[src/lidar_tilt_gaze_controller_assert.svh]
// Assertion macros for the gaze controller.
`ifndef LIDAR_TILT_GAZE_CONTROLLER_ASSERT_SVH
`define LIDAR_TILT_GAZE_CONTROLLER_ASSERT_SVH

// Same-cycle implication, checked at every rising edge out of reset.
`define LTGC_ASSERT_NOW(label, clk, rst, ante, cons, msg) \
  label: assert property (@(posedge clk) disable iff (rst) (ante) |-> (cons)) \
    else $error(msg);

// Next-cycle implication.
`define LTGC_ASSERT_NEXT(label, clk, rst, ante, cons, msg) \
  label: assert property (@(posedge clk) disable iff (rst) (ante) |=> (cons)) \
    else $error(msg);

`endif

[src/ltgc_pkg.sv]
package ltgc_pkg;

  localparam int AngleW = 16;
  localparam int RangeW = 16;
  localparam int ErrW   = 17;
  localparam int StepW  = 10;
  localparam int KindW  = 3;
  localparam int CfgIdxW  = 3;
  localparam int CfgDataW = 16;

  typedef logic signed [AngleW-1:0] angle_t;
  typedef logic [RangeW-1:0]        range_t;
  typedef logic [ErrW-1:0]          err_t;
  typedef logic [KindW-1:0]         kind_t;
  typedef logic [1:0]               speed_t;

  // Item kinds
  localparam kind_t KIND_SCAN  = 3'd0;
  localparam kind_t KIND_TICK  = 3'd1;
  localparam kind_t KIND_REPLY = 3'd2;
  localparam kind_t KIND_SWEEP = 3'd3;
  localparam kind_t KIND_GOAL  = 3'd4;

  // Speed codes
  localparam speed_t SPEED_STOP  = 2'd0;
  localparam speed_t SPEED_SWEEP = 2'd1;
  localparam speed_t SPEED_FULL  = 2'd2;

  // Register indexes
  localparam logic [CfgIdxW-1:0] REG_UP_REVERSED     = 3'd0;
  localparam logic [CfgIdxW-1:0] REG_UP_LIMIT        = 3'd1;
  localparam logic [CfgIdxW-1:0] REG_DOWN_LIMIT      = 3'd2;
  localparam logic [CfgIdxW-1:0] REG_UP_SAFE_LIMIT   = 3'd3;
  localparam logic [CfgIdxW-1:0] REG_RANGE_TOLERANCE = 3'd4;
  localparam logic [CfgIdxW-1:0] REG_SLOW_STEP       = 3'd5;

  // Q1.14 angles, 1/256 m ranges
  localparam logic [ErrW-1:0]     POS_TOL    = 17'd29;   // 0.1 deg
  localparam logic signed [16:0]  NOD_STEP   = 17'sd2860; // 10 deg
  localparam logic signed [16:0]  CREEP_STEP = 17'sd57;   // 0.2 deg
  localparam angle_t              INIT_TILT  = 16'sd1430; // 5 deg
  localparam range_t              INIT_GOAL  = 16'd1280;  // 5 m
  localparam err_t                ERR_MARKER = '1;

  localparam angle_t RST_UP_LIMIT      = 16'sd0;
  localparam angle_t RST_DOWN_LIMIT    = -16'sd8192;
  localparam angle_t RST_UP_SAFE_LIMIT = -16'sd2048;
  localparam range_t RST_RANGE_TOL     = 16'd128;
  localparam logic [StepW-1:0] RST_SLOW_STEP = 10'd57;

  typedef enum logic [3:0] {
    MODE_TRACK = 4'b0001,
    MODE_START = 4'b0010,
    MODE_SWEEP = 4'b0100,
    MODE_END   = 4'b1000
  } mode_t;

  // |a - b| of two 16-bit signed angles
  function automatic err_t angle_dist(angle_t a, angle_t b);
    logic signed [16:0] d;
    d = 17'(a) - 17'(b);
    return d[16] ? err_t'(-d) : err_t'(d);
  endfunction

  // Tilt lies between the given upper bound and the down limit
  function automatic logic tilt_within(logic rev, angle_t t, angle_t upper, angle_t lower);
    if (!rev) begin
      return (t <= upper) && (t >= lower);
    end
    return (t >= upper) && (t <= lower);
  endfunction

endpackage

[src/ltgc_in_if.sv]
interface ltgc_in_if;
  import ltgc_pkg::*;

  logic   valid;
  logic   ready;
  kind_t  kind;
  angle_t tilt_angle;
  range_t avg_range;
  logic   bad_scan;
  range_t goal_range;

  modport source (output valid, kind, tilt_angle, avg_range, bad_scan, goal_range,
                  input ready);
  modport sink   (input valid, kind, tilt_angle, avg_range, bad_scan, goal_range,
                  output ready);
endinterface

[src/ltgc_out_if.sv]
interface ltgc_out_if;
  import ltgc_pkg::*;

  logic   valid;
  logic   ready;
  logic   use_line;
  logic   command_valid;
  angle_t tilt_target;
  speed_t speed_code;
  logic   is_tracking;
  logic   is_sweeping;

  modport source (output valid, use_line, command_valid, tilt_target, speed_code,
                  is_tracking, is_sweeping, input ready);
  modport sink   (input valid, use_line, command_valid, tilt_target, speed_code,
                  is_tracking, is_sweeping, output ready);
endinterface

[src/lidar_tilt_gaze_controller.sv]
// Tilt gaze controller for a scanning range sensor.
// Channels: item (sink) carries scan reports, cycle ticks, tilt replies, sweep
// requests and range goals; result (source) returns exactly one beat per item
// with the scan verdict, the tilt command for ticks and the mode flags.
// Both use valid/ready; a beat moves when both are high.
// Configuration: cfg_wen/cfg_index/cfg_data write one register per cycle,
// indexes above 5 are dropped. Write only while no item is in flight.
// Path: an item lands in the input register, then the mode update and the
// result are computed in one pass and loaded into the result register, from
// which the result is offered on the result channel.
// Throughput: one item per cycle while result.ready is high, set by the single
// compare/clamp pass between the input and result registers.
// Reset (rst, synchronous): tracking mode, not started, target tilt 5 deg,
// range goal 5 m, configuration at its defaults, both registers empty.
// Stall: while result.ready is low the held result stays put, one more item
// may sit in the input register, and then item.ready drops.
module lidar_tilt_gaze_controller (
  input  logic                          clk,
  input  logic                          rst,
  input  logic                          cfg_wen,
  input  logic [ltgc_pkg::CfgIdxW-1:0]  cfg_index,
  input  logic [ltgc_pkg::CfgDataW-1:0] cfg_data,
  ltgc_in_if.sink                       item,
  ltgc_out_if.source                    result
);
  import ltgc_pkg::*;

  // configuration
  logic             up_reversed;
  angle_t           up_limit;
  angle_t           down_limit;
  angle_t           up_safe_limit;
  range_t           range_tolerance;
  logic [StepW-1:0] slow_step;

  always_ff @(posedge clk) begin
    if (rst) begin
      up_reversed     <= 1'b0;
      up_limit        <= RST_UP_LIMIT;
      down_limit      <= RST_DOWN_LIMIT;
      up_safe_limit   <= RST_UP_SAFE_LIMIT;
      range_tolerance <= RST_RANGE_TOL;
      slow_step       <= RST_SLOW_STEP;
    end else if (cfg_wen) begin
      unique case (cfg_index)
        REG_UP_REVERSED:     up_reversed     <= cfg_data[0];
        REG_UP_LIMIT:        up_limit        <= angle_t'(cfg_data);
        REG_DOWN_LIMIT:      down_limit      <= angle_t'(cfg_data);
        REG_UP_SAFE_LIMIT:   up_safe_limit   <= angle_t'(cfg_data);
        REG_RANGE_TOLERANCE: range_tolerance <= cfg_data;
        REG_SLOW_STEP:       slow_step       <= cfg_data[StepW-1:0];
        default: ;
      endcase
    end
  end

  // input register
  logic   s0_valid;
  kind_t  s0_kind;
  angle_t s0_tilt;
  range_t s0_range;
  logic   s0_bad;
  range_t s0_goal;

  logic out_valid;
  logic advance;

  assign advance    = !out_valid || result.ready;
  assign item.ready = !s0_valid || advance;

  always_ff @(posedge clk) begin
    if (rst) begin
      s0_valid <= 1'b0;
    end else if (item.ready) begin
      s0_valid <= item.valid;
    end
  end

  always_ff @(posedge clk) begin
    if (item.ready && item.valid) begin
      s0_kind  <= item.kind;
      s0_tilt  <= item.tilt_angle;
      s0_range <= item.avg_range;
      s0_bad   <= item.bad_scan;
      s0_goal  <= item.goal_range;
    end
  end

  // controller state
  mode_t  mode, mode_next;
  logic   started, started_next;
  angle_t last_tilt, last_tilt_next;
  angle_t next_tilt, next_tilt_next;
  range_t range_goal, range_goal_next;
  err_t   best_error, best_error_next;
  angle_t best_tilt, best_tilt_next;

  logic   fire;
  assign fire = s0_valid && advance;

  // scan report arithmetic
  logic               scan_ok;
  err_t               goal_dist;
  err_t               scan_err;
  logic signed [17:0] goal_hi, goal_lo, range_ext;
  logic               too_far, too_near;
  logic signed [16:0] nt_raw;
  angle_t             clamp_lo, clamp_hi, nt;

  assign scan_ok   = tilt_within(up_reversed, s0_tilt, up_limit, down_limit);
  assign goal_dist = (s0_range >= range_goal) ? err_t'(s0_range - range_goal)
                                              : err_t'(range_goal - s0_range);
  assign scan_err  = goal_dist;
  assign range_ext = {2'b00, s0_range};
  assign goal_hi   = {2'b00, range_goal} + {2'b00, range_tolerance};
  assign goal_lo   = {2'b00, range_goal} - {2'b00, range_tolerance};
  assign too_far   = range_ext > goal_hi;
  assign too_near  = range_ext < goal_lo;

  always_comb begin
    priority if (s0_bad) begin
      nt_raw = up_reversed ? 17'(s0_tilt) + NOD_STEP : 17'(s0_tilt) - NOD_STEP;
    end else if (too_far) begin
      nt_raw = up_reversed ? 17'(s0_tilt) + $signed({7'b0, slow_step})
                           : 17'(s0_tilt) - $signed({7'b0, slow_step});
    end else if (too_near) begin
      nt_raw = up_reversed ? 17'(s0_tilt) - CREEP_STEP : 17'(s0_tilt) + CREEP_STEP;
    end else begin
      nt_raw = 17'(last_tilt);
    end
  end

  assign clamp_lo = (down_limit < up_safe_limit) ? down_limit : up_safe_limit;
  assign clamp_hi = (down_limit < up_safe_limit) ? up_safe_limit : down_limit;

  always_comb begin
    priority if (nt_raw < 17'(clamp_lo)) begin
      nt = clamp_lo;
    end else if (nt_raw > 17'(clamp_hi)) begin
      nt = clamp_hi;
    end else begin
      nt = angle_t'(nt_raw);
    end
  end

  // one pass over the held item
  logic   res_use, res_cmd;
  angle_t res_pos;
  speed_t res_speed;
  logic   adjust;

  assign adjust = s0_bad || (goal_dist >= {1'b0, range_tolerance}) || !scan_ok;

  always_comb begin
    mode_next       = mode;
    started_next    = started;
    last_tilt_next  = last_tilt;
    next_tilt_next  = next_tilt;
    range_goal_next = range_goal;
    best_error_next = best_error;
    best_tilt_next  = best_tilt;
    res_use         = 1'b0;
    res_cmd         = 1'b0;
    res_pos         = '0;
    res_speed       = SPEED_STOP;

    unique case (s0_kind)
      KIND_SCAN: begin
        started_next = 1'b1;
        res_use      = !s0_bad && scan_ok;
        if (adjust) begin
          if (mode == MODE_SWEEP && !s0_bad && scan_err < best_error) begin
            best_error_next = scan_err;
            best_tilt_next  = s0_tilt;
          end
          if (mode == MODE_TRACK && angle_dist(last_tilt, nt) > POS_TOL) begin
            next_tilt_next = nt;
          end
        end
      end
      KIND_TICK: begin
        if (started) begin
          res_cmd   = 1'b1;
          res_speed = SPEED_FULL;
          unique case (mode)
            MODE_START: begin
              if (angle_dist(last_tilt, down_limit) < POS_TOL) begin
                mode_next       = MODE_SWEEP;
                res_pos         = up_limit;
                res_speed       = SPEED_SWEEP;
                best_tilt_next  = up_limit;
                best_error_next = ERR_MARKER;
              end else begin
                res_pos = down_limit;
              end
            end
            MODE_SWEEP: begin
              if (angle_dist(last_tilt, up_limit) < POS_TOL) begin
                mode_next = MODE_END;
                res_pos   = best_tilt;
              end else begin
                res_pos   = up_limit;
                res_speed = SPEED_SWEEP;
              end
            end
            MODE_END: begin
              if (angle_dist(last_tilt, best_tilt) < POS_TOL) begin
                mode_next      = MODE_TRACK;
                res_pos        = last_tilt;
                res_speed      = SPEED_STOP;
                next_tilt_next = last_tilt;
              end else begin
                res_pos = best_tilt;
              end
            end
            default: res_pos = next_tilt;
          endcase
        end
      end
      KIND_REPLY: last_tilt_next = s0_tilt;
      KIND_SWEEP: begin
        if (mode == MODE_TRACK) begin
          mode_next = MODE_START;
        end
      end
      KIND_GOAL: range_goal_next = s0_goal;
      default: ;
    endcase
  end

  always_ff @(posedge clk) begin
    if (rst) begin
      mode       <= MODE_TRACK;
      started    <= 1'b0;
      last_tilt  <= '0;
      next_tilt  <= INIT_TILT;
      range_goal <= INIT_GOAL;
      best_error <= '0;
      best_tilt  <= '0;
    end else if (fire) begin
      mode       <= mode_next;
      started    <= started_next;
      last_tilt  <= last_tilt_next;
      next_tilt  <= next_tilt_next;
      range_goal <= range_goal_next;
      best_error <= best_error_next;
      best_tilt  <= best_tilt_next;
    end
  end

  // result register
  always_ff @(posedge clk) begin
    if (rst) begin
      out_valid <= 1'b0;
    end else if (advance) begin
      out_valid <= s0_valid;
    end
  end

  always_ff @(posedge clk) begin
    if (fire) begin
      result.use_line      <= res_use;
      result.command_valid <= res_cmd;
      result.tilt_target   <= res_pos;
      result.speed_code    <= res_speed;
      result.is_tracking   <= started_next && mode_next == MODE_TRACK &&
                              tilt_within(up_reversed, last_tilt_next, up_safe_limit,
                                          down_limit);
      result.is_sweeping   <= started_next && mode_next == MODE_SWEEP;
    end
  end

  assign result.valid = out_valid;

`include "lidar_tilt_gaze_controller_assert.svh"

  `LTGC_ASSERT_NEXT(a_fire_gives_beat, clk, rst, fire, result.valid,
                    "processed item did not reach the result register")
  `LTGC_ASSERT_NOW(a_cmd_needs_start, clk, rst, result.valid && result.command_valid,
                   started, "tilt command issued before first scan report")
  `LTGC_ASSERT_NOW(a_flags_exclusive, clk, rst, result.valid,
                   !(result.is_tracking && result.is_sweeping),
                   "tracking and sweeping flagged together")
  `LTGC_ASSERT_NOW(a_idle_cmd_zero, clk, rst, result.valid && !result.command_valid,
                   result.tilt_target == '0 && result.speed_code == SPEED_STOP,
                   "command fields set without a command")

endmodule
[src/flat_wrapper.sv]
// flat-port wrapper written by rule: the top's interface ports become plain ports
module lidar_tilt_gaze_controller_flat import ltgc_pkg::*;
  (clk, rst, cfg_wen, cfg_index, cfg_data, item_valid, item_kind, item_tilt_angle, item_avg_range, item_bad_scan, item_goal_range, item_ready, result_valid, result_use_line, result_command_valid, result_tilt_target, result_speed_code, result_is_tracking, result_is_sweeping, result_ready);
  ltgc_in_if item_i ();
  ltgc_out_if result_i ();
  input  logic clk;
  input  logic rst;
  input  logic cfg_wen;
  input  logic [ltgc_pkg::CfgIdxW-1:0] cfg_index;
  input  logic [ltgc_pkg::CfgDataW-1:0] cfg_data;
  input wire logic [$bits(item_i.valid)-1:0] item_valid;
  input wire logic [$bits(item_i.kind)-1:0] item_kind;
  input wire logic [$bits(item_i.tilt_angle)-1:0] item_tilt_angle;
  input wire logic [$bits(item_i.avg_range)-1:0] item_avg_range;
  input wire logic [$bits(item_i.bad_scan)-1:0] item_bad_scan;
  input wire logic [$bits(item_i.goal_range)-1:0] item_goal_range;
  output wire logic [$bits(item_i.ready)-1:0] item_ready;
  output wire logic [$bits(result_i.valid)-1:0] result_valid;
  output wire logic [$bits(result_i.use_line)-1:0] result_use_line;
  output wire logic [$bits(result_i.command_valid)-1:0] result_command_valid;
  output wire logic [$bits(result_i.tilt_target)-1:0] result_tilt_target;
  output wire logic [$bits(result_i.speed_code)-1:0] result_speed_code;
  output wire logic [$bits(result_i.is_tracking)-1:0] result_is_tracking;
  output wire logic [$bits(result_i.is_sweeping)-1:0] result_is_sweeping;
  input wire logic [$bits(result_i.ready)-1:0] result_ready;
  assign item_i.valid = item_valid;
  assign item_i.kind = item_kind;
  assign item_i.tilt_angle = item_tilt_angle;
  assign item_i.avg_range = item_avg_range;
  assign item_i.bad_scan = item_bad_scan;
  assign item_i.goal_range = item_goal_range;
  assign item_ready = item_i.ready;
  assign result_valid = result_i.valid;
  assign result_use_line = result_i.use_line;
  assign result_command_valid = result_i.command_valid;
  assign result_tilt_target = result_i.tilt_target;
  assign result_speed_code = result_i.speed_code;
  assign result_is_tracking = result_i.is_tracking;
  assign result_is_sweeping = result_i.is_sweeping;
  assign result_i.ready = result_ready;
  lidar_tilt_gaze_controller u_core (.clk(clk), .rst(rst), .cfg_wen(cfg_wen), .cfg_index(cfg_index), .cfg_data(cfg_data), .item(item_i), .result(result_i));
endmodule
[config.mk]
export PLATFORM = sky130hd
export DESIGN_NAME = lidar_tilt_gaze_controller_flat
export DESIGN_NICKNAME = d
export VERILOG_FILES = /design/src/ltgc_pkg.sv /design/src/ltgc_in_if.sv /design/src/ltgc_out_if.sv /design/src/lidar_tilt_gaze_controller.sv /design/src/flat_wrapper.sv
export VERILOG_INCLUDE_DIRS = /design/src /design/src/src
export SDC_FILE = /design/constraint.sdc
export NUM_CORES = 1
export LEC_CHECK = 0
export BUFFER_PORTS_ARGS = -buffer_cell sky130_fd_sc_hd__buf_2
export CELL_PAD_IN_SITES_DETAIL_PLACEMENT = 1
export CELL_PAD_IN_SITES_GLOBAL_PLACEMENT = 1
export CORE_ASPECT_RATIO = 0.6
export CORE_MARGIN = 10
export CORE_UTILIZATION = 35
export DETAILED_ROUTE_END_ITERATION = 8
export GPL_ROUTABILITY_DRIVEN = 0
export PLACE_DENSITY = 0.6
export SLEW_MARGIN = 20
export SYNTH_ARGS = -nofsm -noshare
export SYNTH_HDL_FRONTEND = slang
export SYNTH_SLANG_ARGS = --single-unit
[constraint.sdc]
create_clock -name clk -period 30.2 [get_ports clk]
set_input_delay 7.55 -clock clk [delete_from_list [all_inputs] [get_ports clk]]
set_output_delay 7.55 -clock clk [all_outputs]
set_load 0.05 [all_outputs]
; Word-level counts from Yosys, hierarchy flattened
; Index checks and enable logic that the tools add are counted.
[word_totals]
ff_bits = 237
[classes]
addsub = 18
magnitude_cmp = 20
n_eq_ne = 23
n_mux = 57
n_reduce_logical = 34
[ops]
columns = cell, count
row1 = two-way mux 16 bit, 18
row2 = two-way mux 17 bit, 16
row3 = subtractor 16 x 16 -> 17 bit, 7
row4 = greater-or-equal comparator 16 bit, 5
row5 = negator 17 bit, 4
row6 = <= comparator 16 bit, 4
row7 = case mux 16 bit (2 select lines), 2
row8 = "< comparator 17 x 5 -> 1 bit, second input constant", 3
row9 = case mux 16 bit (3 select lines), 1
row10 = case mux 17 bit (2 select lines), 1
row11 = two-way mux 4 bit, 5
row12 = greater-than comparator 17 x 18 -> 1 bit, 1
row13 = < comparator 17 x 18 -> 1 bit, 1
row14 = adder 16 x 11 -> 17 bit, 1
row15 = "adder 16 x 13 -> 17 bit, second input constant", 1
row16 = adder 16 x 16 -> 17 bit, 1
row17 = "adder 16 x 7 -> 17 bit, second input constant", 1
row18 = greater-or-equal comparator 17 x 16 -> 1 bit, 1
row19 = greater-than comparator 17 x 16 -> 1 bit, 1
row20 = "greater-than comparator 17 x 5 -> 1 bit, second input constant", 1
row21 = < comparator 17 x 16 -> 1 bit, 1
row22 = < comparator 17 bit, 1
row23 = subtractor 16 x 11 -> 17 bit, 1
row24 = "subtractor 16 x 13 -> 17 bit, second input constant", 1
row25 = 23 further kinds, 73

; Depth between registers and ports, before layout
[logic_depth]
depth_word = 16
mapped_depth = 63
ltp_nobuf = 58

; Worst setup path after synthesis
; OpenSTA, ideal clock, no wires.
[synth_timing]
path_kind = input port to output port
from = input port result_ready
to = output port item_ready
t_arrival_ps = 8054
setup_slack_ps = 14596
cell_stages = 2
n_path_buf = 0
path_cell_list = nor2b_1 nand2_1
[synth_between]
elab_chain_len = 2
[synth_rtl]
columns = element, line
row1 = start: declaration, flat_wrapper.sv:25  ; input wire logic [$bits(result_i.ready)-1:0] result_ready;
row2 = logical OR 1 bit, lidar_tilt_gaze_controller.sv:68  ; assign advance = !out_valid || result.ready;
row3 = logical OR 1 bit, lidar_tilt_gaze_controller.sv:69  ; assign item.ready = !s0_valid || advance;
row4 = end: declaration, flat_wrapper.sv:17  ; output wire logic [$bits(item_i.ready)-1:0] item_ready;
; Every way passes these cells.

; Final worst setup path
; Same ends and word-level chain as after synthesis.

==> impl_metrics.csv <==
group,metric,value,unit
final_layout,fin_util,0.390,
floorplan,dieWidth,357,um
global_routing,grt_pass1_vias,24100,
placement,dp_hpwl,89.4,mm
min_path,hp-class,"flip-flop to flip-flop",
logic_synthesis,synth.net_count,3479,
global_routing,grt_usage,0.272,
setup_path,required,22.65,ns
logic_synthesis,postSynthCellCount,3046,
power_and_ir_drop,power_frac_seq,0.238,
route,drtPass1Iterations,6,
clock_tree,cts_hold_buffers,0,
clock_tree,clk_latency,0.62,ns
sta,timing.final.crit_share,0.522,
global_routing,grt_max_degree,67,
route,drt-wirelength-per-cell,27.8,um
clock_tree,cts_setup_buffers,0,
final_layout,multi_input_area,0.0170,mm2
floorplan,core,0.0679,mm2
final_layout,nNetsFinal,3535,
logic_synthesis,synth-main-ff-cell,"dfxtp_1",
clock_tree,h-tree-depth,1,
route,vias,24500,
setup_path,critPathMaxFanout,4,
setup_path,cp-end-kind,"output pin",
sta,timing.fmax,63.4,MHz
placement,dp.cells,3983,
power_and_ir_drop,vdd_ir_drop_max,0.0000545,V
final_layout,nFillCells,8254,
clock_tree,path_clk_slew,0.07,ns
route,drtIter0Drc,2624,
power_and_ir_drop,sw_frac_of_total,0.449,
logic_synthesis,synth_edf_count,74,
floorplan,die_h,222,um
final_layout,final_common_cell,"ha_1",
placement,port_buffers,99,
global_routing,grt-ovfl-total,0,
sta,rsz0062_at_grt,"false",
floorplan,initial_utilization,0.352,
logic_synthesis,synth_area_per_cell,7.84,um2
setup_path,critical_path_class,"input pin to output pin",
logic_synthesis,yosysWarningCount,0,
sta,setup_viol,0,
setup_path,arrival,8.22,ns
clock_tree,clk_path_buf_depth,3,
clock_tree,cts-resized-gates,0,
route,vias_per_cell,6.07,
logic_synthesis,seq_area_frac_synth,0.230,
floorplan,die_area,0.0795,mm2
power_and_ir_drop,power.density,56.8,mW/mm2
sta,setup_tns,0,ns
sta,tightest_slew,1.15,ns
setup_path,cp-start-kind,"input pin",
floorplan,io_pins,100,
setup_path,path_cells,"buf_2 -> nor2b_1 -> nand2_1 -> buf_2",
power_and_ir_drop,internal_power,0.000829,W
power_and_ir_drop,p_clk_frac,0.273,
final_layout,drive_gt1_frac,0.0938,
route,ant_nets,0,
final_layout,largest_register,"u_core.best_error",
final_layout,register_area,0.00549,mm2
logic_synthesis,ys_ff_latch,237,
clock_tree,cts_tree,"yes",
logic_synthesis,synth.distinct_cells,97,
power_and_ir_drop,comb_power_share,0.489,
sta,slew_headroom,0.222,
power_and_ir_drop,p_sw,0.000675,W
logic_synthesis,async_flop_share,0,
clock_tree,cts_made_buffers,29,
clock_tree,clkSinkCount,237,
route,finalWirelength,112,mm
outcome,status,"completed",
final_layout,area_delta_synth_final,10.9,%
route,drc,0,
sta,hold_viol,0,
clock_tree,cts-root-buf,"clkbuf_16",
job,drv_cap,0,
setup_path,cp_slowest_cell,"nor2b_1",
global_routing,antenna_found_initial,8,
final_layout,fin_cells,4041,
setup_path,max_stage_delay,0.23,ns
sta,slew_viol_final,0,
final_layout,largest_reg_flops,17,
floorplan,num_rows,74,
setup_path,cp_common_cell,"buf_2",
sta,min_period,15.77,ns
power_and_ir_drop,p_leak,11.1,nW
logic_synthesis,synth_area,0.0239,mm2
global_routing,grt_pass1_wl,164,mm
final_layout,final_cell_mix,"ha_1 (347), a21oi_1 (338), nand2_1 (314)",
sta,skew,0.0309,ns
==> power groups by stage <==
stage,Clock [W],Sequential [W],Combinational (W)
2_1_floorplan,0,0.000359,0.000490
3_5_place_dp,0,0.000363,0.000711
5_1_grt,0.000425,0.000358,0.000802
4_1_cts,0.000412,0.000357,0.000716
6_report,0.000411,0.000358,0.000735
3_3_place_gp,0,0.000363,0.000685
==> final timing paths <==
kind	start	end	slack, ns	cells after the start
min reg2reg	u_core.slow_step[9]$_SDFFE_PP0P_	u_core.slow_step[9]$_SDFFE_PP0P_	0.48	2
max reg2reg	u_core.range_tolerance[1]$_SDFFE_PP0P_	u_core.next_tilt[9]$_SDFFE_PP0P_	15.97	59
max	result_ready	item_ready	14.43	4
min	u_core.slow_step[9]$_SDFFE_PP0P_	u_core.slow_step[9]$_SDFFE_PP0P_	0.48	2
==> cell type report <==
class	count	area share
antenna	4	0.000378
clock buffer	32	0.0286
clock inverter	22	0.0111
inverter	251	0.0356
multi-input combinational	2438	0.643
sequential	237	0.207
tap	912	0.0431
timing repair buffer	145	0.0318
==> Yosys cell counts (8+ instances only) <==
| master | count | area [um2] |
|---|---|---|
| nand2b_1 | 41 | 257 |
| nor2b_1 | 57 | 357 |
| and3_1 | 26 | 163 |
| mux2i_1 | 40 | 400 |
| and4_1 | 8 | 70.1 |
| nand2_1 | 314 | 1180 |
| clkbuf_1 | 99 | 372 |
| inv_1 | 249 | 935 |
| o211ai_1 | 33 | 248 |
| a211o_1 | 12 | 105 |
| a221oi_1 | 20 | 175 |
| a211oi_1 | 43 | 323 |
| a21o_1 | 76 | 571 |
| o21ai_0 | 156 | 781 |
| or4_1 | 9 | 67.6 |
| mux2_2 | 24 | 270 |
| ha_1 | 347 | 4340 |
| a311oi_1 | 9 | 78.8 |
| or2_2 | 8 | 50.1 |
| and2_1 | 9 | 56.3 |
| buf_2 | 10 | 50.1 |
| a31oi_1 | 26 | 163 |
| nor2_1 | 244 | 916 |
| o21a_1 | 35 | 263 |
| dfxtp_1 | 163 | 3260 |
| xnor2_1 | 84 | 736 |
| a22oi_1 | 16 | 120 |
| o2111ai_1 | 12 | 105 |
| a21oi_1 | 338 | 1690 |
| edfxtp_1 | 74 | 2220 |
| xor2_1 | 38 | 333 |
| nand3_1 | 52 | 260 |
| nor3_1 | 73 | 365 |
| or3_1 | 22 | 138 |
| buf_1 | 8 | 30.0 |
| fa_1 | 10 | 200 |
| nor4_1 | 13 | 81.3 |
| o31ai_1 | 15 | 113 |
| nand4_1 | 37 | 231 |
| o221a_2 | 32 | 360 |
| o21bai_1 | 26 | 195 |
| a21boi_0 | 12 | 90.1 |
==> logic make-up (layout without fill, tap and decap cells) <==
| kind of cell | after synthesis | after routing | share of synthesized area |
|---|---|---|---|
| other cells | 0 | 4 | 0 |
| fa+ha+maj | 358 | 358 | 0.191 |
| simple gates | 943 | 943 | 0.187 |
| buf+inv | 371 | 450 | 0.0598 |
| xor+xnor | 123 | 123 | 0.0457 |
| compound gates | 949 | 949 | 0.259 |
| flops | 237 | 237 | 0.230 |
| mux | 65 | 65 | 0.0287 |
==> metrics by stage <==
stage          cell area [um2]  total power, W  worst slack, ns  hold slack [ns]
6_report                 26500         0.00150            14.43            0.480
5_1_grt                  26500         0.00158            14.39            0.503
4_1_cts                  26500         0.00148            14.45            0.479
3_5_place_dp             25400         0.00107            14.46            0.467
3_3_place_gp             25400         0.00105            14.46            0.452
2_1_floorplan            23900        0.000849            14.60            0.435
==> worst max-delay path: cells and delay by family <==
kind,cells,cell delay (ns)
buffers and inverters,2,0.32
and+or+nand+nor,2,0.34
==> metal layers <==
layer	up-vias	global-route usage	part of all wire
li1	11200	-	-
met1	12300	0.428	0.51
met2	1000	0.350	0.36
met3	111	0.0842	0.11
met4	2	0.0454	0.017
met5	-	0	0.00012
No activity file was read; power rests on OpenSTA's default activity.
